[src/hw/rtl/gtp_pkg.sv]
// Shared types, constants and small functions for the go-to-pose controller.
// Used by gtp_cordic, gtp_mul and go_to_pose_controller; depends on nothing.
package gtp_pkg;

	// CORDIC datapath widths
	localparam int XY_W   = 48;  // dx, dy shifted up by 12, plus gain growth
	localparam int Z_W    = 33;  // angle accumulator, Q2.30
	localparam int ITER_W = 5;   // iteration index, table has 24 entries
	localparam int MAX_STEPS = 24;

	// shared multiplier operand and product widths
	localparam int MA_W = 25;
	localparam int MB_W = 33;
	localparam int MP_W = MA_W + MB_W;

	localparam int DIST_W = 38;

	localparam logic signed [Z_W-1:0]  HALF_PI_Q30 = 33'sd1686629713;
	localparam logic signed [MB_W-1:0] INV_K_Q16   = 33'sd39797;
	localparam logic signed [16:0]     PI_Q12      = 17'sd12868;
	localparam logic signed [16:0]     TWO_PI_Q12  = 17'sd25736;

	// register indexes of the configuration port
	localparam logic [2:0] REG_GOAL_X      = 3'd0;
	localparam logic [2:0] REG_GOAL_Y      = 3'd1;
	localparam logic [2:0] REG_TARGET_HEAD = 3'd2;
	localparam logic [2:0] REG_DIST_TOL    = 3'd3;
	localparam logic [2:0] REG_HEAD_TOL    = 3'd4;
	localparam logic [2:0] REG_LIN_GAIN    = 3'd5;
	localparam logic [2:0] REG_SPEED_LIM   = 3'd6;
	localparam logic [2:0] REG_TURN_GAIN   = 3'd7;

	// status codes on the result channel
	localparam logic [1:0] STAT_POSITION = 2'd0;
	localparam logic [1:0] STAT_ORIENT   = 2'd1;
	localparam logic [1:0] STAT_REACHED  = 2'd2;
	localparam logic [1:0] STAT_CANCELED = 2'd3;

	typedef enum logic [1:0] {
		GS_ACTIVE   = 2'd0,
		GS_REACHED  = 2'd2,
		GS_CANCELED = 2'd3
	} goal_state_t;

	typedef enum logic [3:0] {
		SQ_IDLE,
		SQ_CORDIC,
		SQ_MHI,
		SQ_DIST,
		SQ_PHASE,
		SQ_MTURN,
		SQ_MSPD,
		SQ_SPD,
		SQ_OUT
	} seq_state_t;

	// atan(2^-i) in Q2.30
	function automatic logic signed [Z_W-1:0] atan_q30(input logic [ITER_W-1:0] i);
		logic signed [Z_W-1:0] v;
		case (i)
			5'd0:  v = 33'sd843314856;
			5'd1:  v = 33'sd497837829;
			5'd2:  v = 33'sd263043836;
			5'd3:  v = 33'sd133525158;
			5'd4:  v = 33'sd67021686;
			5'd5:  v = 33'sd33543515;
			5'd6:  v = 33'sd16775850;
			5'd7:  v = 33'sd8388437;
			5'd8:  v = 33'sd4194282;
			5'd9:  v = 33'sd2097149;
			5'd10: v = 33'sd1048575;
			5'd11: v = 33'sd524287;
			5'd12: v = 33'sd262143;
			5'd13: v = 33'sd131071;
			5'd14: v = 33'sd65535;
			5'd15: v = 33'sd32767;
			5'd16: v = 33'sd16383;
			5'd17: v = 33'sd8191;
			5'd18: v = 33'sd4095;
			5'd19: v = 33'sd2047;
			5'd20: v = 33'sd1023;
			5'd21: v = 33'sd511;
			5'd22: v = 33'sd255;
			5'd23: v = 33'sd127;
			default: v = '0;
		endcase
		return v;
	endfunction

	// one correction each way covers every difference of two 15-bit angles
	function automatic logic signed [15:0] wrap_angle(input logic signed [16:0] e);
		logic signed [16:0] r;
		if (e > PI_Q12)
			r = e - TWO_PI_Q12;
		else if (e < -PI_Q12)
			r = e + TWO_PI_Q12;
		else
			r = e;
		return r[15:0];
	endfunction

endpackage

[src/hw/rtl/go_to_pose_controller.sv]
// Top level of the go-to-pose controller: configuration, sequencer, output stage.
// Depends on gtp_pkg, gtp_cordic and gtp_mul.

// One pose beat in gives one velocity command beat out. An active goal runs the
// offset to the target through an iterative CORDIC vectoring unit (one micro-rotation
// per clock), then through a single shared multiplier for distance scaling, turn
// and speed, so an item keeps s_tready low from acceptance until it leaves the
// output state; no new pose beat is taken before then. A beat that reaches the
// goal skips the turn and speed steps (MTURN, MSPD, SPD) and goes from PHASE
// straight to OUT. Items arriving while reached or canceled is latched need no
// arithmetic and go from IDLE straight to OUT. m_tvalid rises in the same cycle
// as s_tready, when the item leaves the output state and the block turns idle.
// The result sits in an output register, so a new pose beat may be taken
// while the previous command still waits for m_tready; the block only stalls at
// the end of an item if that register is still full. Status on m_tuser: 0 driving
// to position, 1 turning to the final heading, 2 reached, 3 canceled. Reached and
// canceled hold (zero velocity) until a beat with new_goal set. Configuration
// writes land at once and must only be issued while the block is idle.
module go_to_pose_controller #(
	parameter int CORDIC_STEPS = 16
) (
	input  logic        clk,
	input  logic        arst_n,
	// configuration
	input  logic        cfg_we,
	input  logic [2:0]  cfg_index,
	input  logic [31:0] cfg_data,
	// pose stream
	input  logic        s_tvalid,
	output logic        s_tready,
	input  logic [79:0] s_tdata,   // pose_x [31:0], pose_y [63:32], pose_heading [78:64]
	input  logic [1:0]  s_tuser,   // cancel_request [0], new_goal [1]
	// command stream
	output logic        m_tvalid,
	input  logic        m_tready,
	output logic [31:0] m_tdata,   // forward_speed [15:0], turn_rate [31:16]
	output logic [1:0]  m_tuser    // status [1:0]
);

	// configuration registers
	logic signed [31:0] goal_x_q, goal_y_q;
	logic signed [14:0] target_head_q;
	logic [30:0]        dist_tol_q;
	logic [13:0]        head_tol_q;
	logic [14:0]        lin_gain_q, speed_lim_q, turn_gain_q;

	gtp_pkg::seq_state_t  state_q, state_d;
	gtp_pkg::goal_state_t goal_state_q, gs_fresh, gs_acc;

	logic accept, latched, cordic_start, cordic_done, out_free;

	logic signed [31:0] pose_x, pose_y;
	logic signed [14:0] pose_head;
	logic               cancel_req, new_goal;
	logic signed [32:0] dx, dy;

	logic signed [gtp_pkg::XY_W-1:0] cx;
	logic signed [gtp_pkg::Z_W-1:0]  cz;

	logic signed [gtp_pkg::MA_W-1:0] mul_a;
	logic signed [gtp_pkg::MB_W-1:0] mul_b;
	logic signed [gtp_pkg::MP_W-1:0] prod, acc_q;

	// working registers
	logic signed [14:0]             ph_q, bearing_q;
	logic signed [gtp_pkg::DIST_W-1:0] dist_q, dist_d;
	logic signed [15:0]             err_q, err_d, err_abs;
	logic                           pos_q, pos_d, reach;
	logic signed [16:0]             diff;
	logic signed [gtp_pkg::MB_W-1:0] dist_c;

	logic signed [65:0]             dsum;
	logic signed [gtp_pkg::Z_W-1:0] bsum;
	logic signed [gtp_pkg::MP_W-1:0] tsum, ssum;
	logic signed [45:0]             tsh;
	logic signed [41:0]             ssh;
	logic signed [15:0]             turn_sat, speed_min;

	logic signed [15:0] res_speed_q, res_turn_q;
	logic [1:0]         res_status_q;

	logic        m_tvalid_q;
	logic [31:0] m_tdata_q;
	logic [1:0]  m_tuser_q;

	assign pose_x     = $signed(s_tdata[31:0]);
	assign pose_y     = $signed(s_tdata[63:32]);
	assign pose_head  = $signed(s_tdata[78:64]);
	assign cancel_req = s_tuser[0];
	assign new_goal   = s_tuser[1];

	assign s_tready = (state_q == gtp_pkg::SQ_IDLE);
	assign accept   = s_tvalid && s_tready;
	assign out_free = !m_tvalid_q || m_tready;

	// new_goal clears the latch first, then cancel may latch again in the same beat
	always_comb begin
		gs_fresh = new_goal ? gtp_pkg::GS_ACTIVE : goal_state_q;
		gs_acc   = (gs_fresh == gtp_pkg::GS_ACTIVE && cancel_req) ?
		           gtp_pkg::GS_CANCELED : gs_fresh;
	end
	assign latched      = (gs_acc != gtp_pkg::GS_ACTIVE);
	assign cordic_start = accept && !latched;

	assign dx = $signed({goal_x_q[31], goal_x_q}) - $signed({pose_x[31], pose_x});
	assign dy = $signed({goal_y_q[31], goal_y_q}) - $signed({pose_y[31], pose_y});

	gtp_cordic #(
		.STEPS (CORDIC_STEPS)
	) u_cordic (
		.clk    (clk),
		.arst_n (arst_n),
		.start  (cordic_start),
		.dx     (dx),
		.dy     (dy),
		.done   (cordic_done),
		.x_out  (cx),
		.z_out  (cz)
	);

	gtp_mul u_mul (
		.clk (clk),
		.a   (mul_a),
		.b   (mul_b),
		.p   (prod)
	);

	// shared multiplier operands per sequencer step
	always_comb begin
		mul_a = '0;
		mul_b = '0;
		case (state_q)
			gtp_pkg::SQ_CORDIC: begin
				// low 24 bits of magnitude times 1/K
				mul_a = $signed({1'b0, cx[23:0]});
				mul_b = gtp_pkg::INV_K_Q16;
			end
			gtp_pkg::SQ_MHI: begin
				mul_a = $signed({cx[47], cx[47:24]});
				mul_b = gtp_pkg::INV_K_Q16;
			end
			gtp_pkg::SQ_MTURN: begin
				mul_a = $signed({10'd0, turn_gain_q});
				mul_b = $signed({{17{err_q[15]}}, err_q});
			end
			gtp_pkg::SQ_MSPD: begin
				mul_a = $signed({10'd0, lin_gain_q});
				mul_b = dist_c;
			end
			default: begin
				mul_a = '0;
				mul_b = '0;
			end
		endcase
	end

	// arithmetic around the multiplier
	always_comb begin
		// distance: (hi << 24) + lo, rounded, Q16.16
		dsum   = $signed({prod[41:0], 24'd0}) + $signed({{8{acc_q[57]}}, acc_q})
		         + 66'sd134217728;
		dist_d = dsum[65:28];
		bsum   = cz + 33'sd131072;

		// beyond 2^31 the speed cap always wins, so the operand may be clamped
		dist_c = (dist_q > 38'sd2147483648) ? 33'sd2147483648 : dist_q[32:0];

		pos_d = (dist_q > $signed({7'd0, dist_tol_q}));
		if (pos_d)
			diff = $signed({{2{bearing_q[14]}}, bearing_q}) - $signed({{2{ph_q[14]}}, ph_q});
		else
			diff = $signed({{2{target_head_q[14]}}, target_head_q})
			       - $signed({{2{ph_q[14]}}, ph_q});
		err_d   = gtp_pkg::wrap_angle(diff);
		err_abs = err_d[15] ? -err_d : err_d;
		reach   = !pos_d && (err_abs < $signed({2'd0, head_tol_q}));

		tsum = prod + 58'sd2048;
		tsh  = tsum[57:12];
		if (tsh > 46'sd32767)
			turn_sat = 16'sd32767;
		else if (tsh < -46'sd32768)
			turn_sat = -16'sd32768;
		else
			turn_sat = tsh[15:0];

		ssum = prod + 58'sd32768;
		ssh  = ssum[57:16];
		if (ssh > $signed({27'd0, speed_lim_q}))
			speed_min = $signed({1'b0, speed_lim_q});
		else
			speed_min = ssh[15:0];
	end

	// sequencer
	always_ff @(posedge clk or negedge arst_n) begin
		if (!arst_n)
			state_q <= gtp_pkg::SQ_IDLE;
		else
			state_q <= state_d;
	end

	always_comb begin
		state_d = state_q;
		case (state_q)
			gtp_pkg::SQ_IDLE: begin
				if (accept)
					state_d = latched ? gtp_pkg::SQ_OUT : gtp_pkg::SQ_CORDIC;
			end
			gtp_pkg::SQ_CORDIC: begin
				if (cordic_done)
					state_d = gtp_pkg::SQ_MHI;
			end
			gtp_pkg::SQ_MHI:   state_d = gtp_pkg::SQ_DIST;
			gtp_pkg::SQ_DIST:  state_d = gtp_pkg::SQ_PHASE;
			gtp_pkg::SQ_PHASE: state_d = reach ? gtp_pkg::SQ_OUT : gtp_pkg::SQ_MTURN;
			gtp_pkg::SQ_MTURN: state_d = gtp_pkg::SQ_MSPD;
			gtp_pkg::SQ_MSPD:  state_d = gtp_pkg::SQ_SPD;
			gtp_pkg::SQ_SPD:   state_d = gtp_pkg::SQ_OUT;
			gtp_pkg::SQ_OUT: begin
				if (out_free)
					state_d = gtp_pkg::SQ_IDLE;
			end
			default: state_d = gtp_pkg::SQ_IDLE;
		endcase
	end

	// configuration and goal latch
	always_ff @(posedge clk or negedge arst_n) begin
		if (!arst_n) begin
			goal_x_q      <= '0;
			goal_y_q      <= '0;
			target_head_q <= '0;
			dist_tol_q    <= 31'd6554;
			head_tol_q    <= 14'd205;
			lin_gain_q    <= 15'd2048;
			speed_lim_q   <= 15'd2048;
			turn_gain_q   <= 15'd4096;
			goal_state_q  <= gtp_pkg::GS_ACTIVE;
		end else begin
			if (cfg_we) begin
				case (cfg_index)
					gtp_pkg::REG_GOAL_X:      goal_x_q      <= $signed(cfg_data);
					gtp_pkg::REG_GOAL_Y:      goal_y_q      <= $signed(cfg_data);
					gtp_pkg::REG_TARGET_HEAD: target_head_q <= $signed(cfg_data[14:0]);
					gtp_pkg::REG_DIST_TOL:    dist_tol_q    <= cfg_data[30:0];
					gtp_pkg::REG_HEAD_TOL:    head_tol_q    <= cfg_data[13:0];
					gtp_pkg::REG_LIN_GAIN:    lin_gain_q    <= cfg_data[14:0];
					gtp_pkg::REG_SPEED_LIM:   speed_lim_q   <= cfg_data[14:0];
					gtp_pkg::REG_TURN_GAIN:   turn_gain_q   <= cfg_data[14:0];
					default: ;
				endcase
			end
			if (accept)
				goal_state_q <= gs_acc;
			else if (state_q == gtp_pkg::SQ_PHASE && reach)
				goal_state_q <= gtp_pkg::GS_REACHED;
		end
	end

	// working datapath
	always_ff @(posedge clk) begin
		if (accept) begin
			ph_q <= pose_head;
			if (latched) begin
				res_speed_q  <= '0;
				res_turn_q   <= '0;
				res_status_q <= gs_acc;
			end
		end
		case (state_q)
			gtp_pkg::SQ_MHI: acc_q <= prod;
			gtp_pkg::SQ_DIST: begin
				dist_q    <= dist_d;
				bearing_q <= bsum[32:18];
			end
			gtp_pkg::SQ_PHASE: begin
				err_q <= err_d;
				pos_q <= pos_d;
				if (reach) begin
					res_speed_q  <= '0;
					res_turn_q   <= '0;
					res_status_q <= gtp_pkg::STAT_REACHED;
				end
			end
			gtp_pkg::SQ_MSPD: res_turn_q <= turn_sat;
			gtp_pkg::SQ_SPD: begin
				res_speed_q  <= pos_q ? speed_min : 16'sd0;
				res_status_q <= pos_q ? gtp_pkg::STAT_POSITION : gtp_pkg::STAT_ORIENT;
			end
			default: ;
		endcase
	end

	// output register
	always_ff @(posedge clk or negedge arst_n) begin
		if (!arst_n)
			m_tvalid_q <= 1'b0;
		else if (state_q == gtp_pkg::SQ_OUT && out_free)
			m_tvalid_q <= 1'b1;
		else if (m_tready)
			m_tvalid_q <= 1'b0;
	end

	always_ff @(posedge clk) begin
		if (state_q == gtp_pkg::SQ_OUT && out_free) begin
			m_tdata_q <= {res_turn_q, res_speed_q};
			m_tuser_q <= res_status_q;
		end
	end

	assign m_tvalid = m_tvalid_q;
	assign m_tdata  = m_tdata_q;
	assign m_tuser  = m_tuser_q;

	// one item at a time: a taken pose beat closes the input until the item is done
	a_one_item: assert property (@(posedge clk) disable iff (!arst_n)
		(s_tvalid && s_tready) |=> !s_tready)
		else $error("pose beat accepted while an item was in progress");

	a_latched_zero: assert property (@(posedge clk) disable iff (!arst_n)
		(m_tvalid && (m_tuser == gtp_pkg::STAT_REACHED || m_tuser == gtp_pkg::STAT_CANCELED))
		|-> (m_tdata == 32'd0))
		else $error("reached or canceled command with nonzero velocity");

	a_orient_stop: assert property (@(posedge clk) disable iff (!arst_n)
		(m_tvalid && m_tuser == gtp_pkg::STAT_ORIENT) |-> (m_tdata[15:0] == 16'd0))
		else $error("forward speed nonzero while turning to final heading");

	a_speed_sign: assert property (@(posedge clk) disable iff (!arst_n)
		m_tvalid |-> !m_tdata[15])
		else $error("negative forward speed");

endmodule

[src/hw/rtl/gtp_mul.sv]
// Shared signed multiplier with registered product.
// Depends on gtp_pkg for operand widths.
module gtp_mul (
	input  logic                             clk,
	input  logic signed [gtp_pkg::MA_W-1:0]  a,
	input  logic signed [gtp_pkg::MB_W-1:0]  b,
	output logic signed [gtp_pkg::MP_W-1:0]  p
);

	logic signed [gtp_pkg::MP_W-1:0] p_q;

	always_ff @(posedge clk) begin
		p_q <= a * b;
	end

	assign p = p_q;

endmodule

[src/hw/rtl/gtp_cordic.sv]
// Iterative CORDIC vectoring unit: one micro-rotation per clock.
// Depends on gtp_pkg for widths and the arctangent table.
module gtp_cordic #(
	parameter int STEPS = 16
) (
	input  logic                             clk,
	input  logic                             arst_n,
	input  logic                             start,
	input  logic signed [32:0]               dx,
	input  logic signed [32:0]               dy,
	output logic                             done,
	output logic signed [gtp_pkg::XY_W-1:0]  x_out,
	output logic signed [gtp_pkg::Z_W-1:0]   z_out
);

	localparam int NSTEPS = (STEPS > gtp_pkg::MAX_STEPS) ? gtp_pkg::MAX_STEPS : STEPS;
	localparam logic [gtp_pkg::ITER_W-1:0] LAST = gtp_pkg::ITER_W'(NSTEPS - 1);

	logic signed [gtp_pkg::XY_W-1:0] x_q, y_q, xs, ys, x0, y0, dx_s, dy_s;
	logic signed [gtp_pkg::Z_W-1:0]  z_q, z0, at;
	logic [gtp_pkg::ITER_W-1:0]      iter_q;
	logic                            busy_q, done_q;

	// quarter-turn pre-rotation brings the vector into the right half-plane
	always_comb begin
		dx_s = $signed({{3{dx[32]}}, dx, 12'd0});
		dy_s = $signed({{3{dy[32]}}, dy, 12'd0});
		if (dx[32]) begin
			if (!dy[32]) begin
				x0 = dy_s;
				y0 = -dx_s;
				z0 = gtp_pkg::HALF_PI_Q30;
			end else begin
				x0 = -dy_s;
				y0 = dx_s;
				z0 = -gtp_pkg::HALF_PI_Q30;
			end
		end else begin
			x0 = dx_s;
			y0 = dy_s;
			z0 = '0;
		end
		xs = x_q >>> iter_q;
		ys = y_q >>> iter_q;
		at = gtp_pkg::atan_q30(iter_q);
	end

	always_ff @(posedge clk or negedge arst_n) begin
		if (!arst_n) begin
			busy_q <= 1'b0;
			done_q <= 1'b0;
			iter_q <= '0;
		end else begin
			done_q <= 1'b0;
			if (start) begin
				busy_q <= 1'b1;
				iter_q <= '0;
			end else if (busy_q) begin
				if (iter_q == LAST) begin
					busy_q <= 1'b0;
					done_q <= 1'b1;
				end else begin
					iter_q <= iter_q + 1'b1;
				end
			end
		end
	end

	always_ff @(posedge clk) begin
		if (start) begin
			x_q <= x0;
			y_q <= y0;
			z_q <= z0;
		end else if (busy_q) begin
			if (y_q > 0) begin
				x_q <= x_q + ys;
				y_q <= y_q - xs;
				z_q <= z_q + at;
			end else begin
				x_q <= x_q - ys;
				y_q <= y_q + xs;
				z_q <= z_q - at;
			end
		end
	end

	assign done  = done_q;
	assign x_out = x_q;
	assign z_out = z_q;

endmodule

[config.mk]
export PLATFORM = sky130hd
export DESIGN_NAME = go_to_pose_controller
export DESIGN_NICKNAME = d
export VERILOG_FILES = /design/src/hw/rtl/gtp_pkg.sv /design/src/hw/rtl/go_to_pose_controller.sv /design/src/hw/rtl/gtp_mul.sv /design/src/hw/rtl/gtp_cordic.sv
export SDC_FILE = /design/constraint.sdc
export NUM_CORES = 2
export LEC_CHECK = 0
export ABC_AREA = 1
export CAP_MARGIN = 5
export CORE_UTILIZATION = 55
export DETAILED_ROUTE_END_ITERATION = 8
export DONT_BUFFER_PORTS = 1
export GPL_TIMING_DRIVEN = 0
export HOLD_SLACK_MARGIN = 0.08
export PLACE_DENSITY = 0.71
export SETUP_SLACK_MARGIN = 0.1
export SYNTH_ARGS = -nofsm -noshare
export SYNTH_HDL_FRONTEND = slang
export SYNTH_SLANG_ARGS = --single-unit
[constraint.sdc]
create_clock -name clk -period 11.19 [get_ports clk]
set_input_delay 1.119 -clock clk [delete_from_list [all_inputs] [get_ports clk]]
set_output_delay 1.119 -clock clk [all_outputs]
set_load 0.01 [all_outputs]
==> reports/qor.csv <==
metric;value;unit
status;finished with violations;
violations;max-capacitance violations, max-slew violations;
clk_pin_slew;0.08;ns
ff_latch_area;0.0149;mm²
critPathCaptureType;flop;
drc;0;
rsz0062_at_grt;false;
cts.sinks;557;
ys_dominant_reg_cell;edfxtp_1;
cp_common_cell;fa_1;
vias;77700;
slew_headroom;-1.04;%
initial_core_util;55.7;%
drt-total-wl;328000;µm
place_area;0.0826;mm²
startpoint_type;flop;
wl_per_cell;25.0;µm
clock-skew-final;0.0403;ns
finalInstanceArea;0.0850;mm²
grt_pass1_wl;484000;µm
io_buffers;0;
cp.required;11.75;ns
worstPathMaxFanout;10;
synth_cells;10800;
cts_buffers;61;
die_h;381;µm
drive_gt1_share;3.34;%
die_area;0.145;mm²
r2r_end;u_mul.p[54]$_DFF_P_;
postCtsSetupBuffers;0;
first_iter_violations;9223;
via_per_inst;5.92;
slowest_stage;clkbuf_1;
io_pins;158;
use_met1;54.8;%
nets;12600;
place_hpwl;270000;µm
met2_usage;67.9;%
gr-usage-met3;12.7;%
ant_nets;0;
num_rows;138;
drt-pass1-iter-count;8;
coreArea;0.142;mm²
nFillCells;13400;
h-tree-depth;2;
reg2reg_from;state_q[0]$_DFFE_PN0P_;
crit_type;reg -> reg;
regToRegSetupSlack;0.52;ns
yosys_register_bits;557;
slowest_delay;0.95;ns
cts_tree;done;
max_cap_viol_count;2;
seq_area_frac_synth;18.8;%
cts-root-buf;clkbuf_16;
syn-cell-area;0.0792;mm²
grt.busiest_layer;met2;
arrival;11.23;ns
grt_max_degree;184;
slew_violations;1;
timing.fmax;0.0937;GHz
finalSetupViolations;0;
yosysUniqueCellTypes;75;
overflow;0;
min_path_type;in -> async;
clk_latency;0.71;ns
antenna_found_initial;28;
area_growth;7.37;%
syn_area_per_cell;7.30;µm²
hold_viol_final;0;
worst_slew_pin_slew;1.50;ns
min_period_over_period;95.4;%
synthArstFlopShare;32.9;%
grtUsageTotal;45.1;%
grt_pass1_vias;74900;
yosysWarnings;0;
fp.dieW;381;µm
gp_congestion;1.16;
clock_path_buffers;3;
min_period;10.67;ns
reg2reg_depth;29;
multi_input_area;0.0565;mm²
synth_edf_count;282;
[cells in the final DEF, fill, tap and decap left out, drive strengths merged, types with 282 or more instances in the layout]
cell	netlist	final
nand3	463	463
xor2	306	306
clkbuf	201	288
a21oi	603	603
o21ai	713	713
edfxtp	282	282
nand2	2725	2725
inv	1927	1941
fa	848	848
ha	521	521
nor2	995	995
[worst max-delay path, delay by kind of cell (launching register included)]
kind                       cells  cell delay (ns)
xor gates and xnor gates       1             0.16
AOI/OAI and AO/OA              9             1.97
and+or+nand+nor                3             1.65
buffers and inverters          8             2.10
adders and majority gates      8             4.21
DFF                            1             0.44
[sequential cells by signal (all words and copies together), names as in the netlist, 5 cells and up]
signal and flops:
u_mul.p 58, u_cordic.x_out 48, goal_y_q 32, lin_gain_q 15, u_cordic.y_q 48, res_speed_q 16, bearing_q 15, dist_tol_q 31
res_turn_q 16, ph_q 15, err_q 16, target_head_q 15, m_tdata 32, goal_x_q 32, head_tol_q 14, dist_q 38
acc_q 34, speed_lim_q 15, turn_gain_q 15, u_cordic.z_out 33, u_cordic.iter_q 5
[metal layers]
metal | wire, µm | part of all wire (%) | vias up
met4 | 31500 | 9.6 | 16
met1 | 120000 | 37 | 36800
met5 | 125 | 0.038 | -
met3 | 36000 | 11 | 1368
li1 | - | - | 34800
met2 | 141000 | 43 | 4727
[Yosys cell counts, drive strengths merged (15+ instances only)]
library cell     n  area (µm²)
a21o            19         143
mux2i           28         280
a21boi          20         150
dfstp           15         394
nand4          127         810
fa             848       17000
o22ai           46         288
ha             521        6520
nand2         2725       10300
o21a            47         353
nor3           121         664
nand3b          15         113
o21ai          713        3590
o221ai          18         158
buf            103         609
a31oi           60         375
nor2           995        3870
clkinv          20        75.1
dfxtp           92        1840
o211ai          54         410
or2             35         219
xnor2          135        1190
nor4            44         275
nand3          463        2400
o21bai          18         135
xor2           306        2700
edfxtp         282        8470
inv           1927        7240
clkbuf         201         754
a21oi          603        3030
dfrtp          168        4200
[per-stage QoR]
step | hold slack (ns) | instances | worst slack [ns] | utilization (%) | TNS [ns]
5_1_grt | 0.109 | 13100 | 0.192 | 59.8 | 0
3_3_place_gp | 0.411 | 13000 | -0.378 | 58.0 | -1.36
6_report | 0.112 | 13100 | 0.518 | 59.8 | 0
4_1_cts | 0.0930 | 13100 | 0.180 | 59.7 | 0
3_5_place_dp | 0.413 | 13000 | 0.229 | 58.1 | 0
2_1_floorplan | 0.402 | 11100 | 2.49 | - | 0
[repair_timing]
| action | 4_1_cts | 5_1_grt |
|---|---|---|
| resized for setup | 0 | 6 |
| endpoints found under the setup margin | 0 | 13 |
| hold buffers | 0 | 0 |
[how the worst max path moves through the flow]
stage | from | to | slack [ns] | cells after the start
after detailed placement | state_q[3]$_DFFE_PN0P_ | u_mul.p[56]$_DFF_P_ | 0.23 | 30
after CTS | state_q[3]$_DFFE_PN0P_ | u_mul.p[56]$_DFF_P_ | 0.18 | 30
after global routing | state_q[3]$_DFFE_PN0P_ | u_mul.p[53]$_DFF_P_ | 0.19 | 34
after floorplan | state_q[2]$_DFFE_PN0P_ | u_mul.p[56]$_DFF_P_ | 2.49 | 27
after global placement | state_q[3]$_DFFE_PN0P_ | u_mul.p[56]$_DFF_P_ | -0.38 | 29
final | state_q[0]$_DFFE_PN0P_ | u_mul.p[54]$_DFF_P_ | 0.52 | 29
[layout make-up]
class                      count  area share [%]
timing repair buffer          17           0.272
clock buffer                  87            2.27
inverter                    1947            8.60
tap                         1890            2.78
antenna                       29          0.0854
multi-input combinational   8263            66.5
sequential                   557            17.5
buffer                       304            1.61
clock inverter                29           0.374
[kinds of logic (layout without fill, tap and decap cells)]
family | Yosys count | after routing | share of synthesized area (%)
buf+inv | 2251 | 2384 | 11.0
fa+ha+maj | 1369 | 1369 | 29.7
simple gates | 4550 | 4550 | 23.8
flops | 557 | 557 | 18.8
compound gates | 1650 | 1650 | 11.4
xor+xnor | 441 | 441 | 4.91
mux | 28 | 28 | 0.354
other cells | 2 | 254 | 0.00949
Power is not shown: default switching activity piles up to over one toggle a cycle in this logic, so the estimate is an artifact.
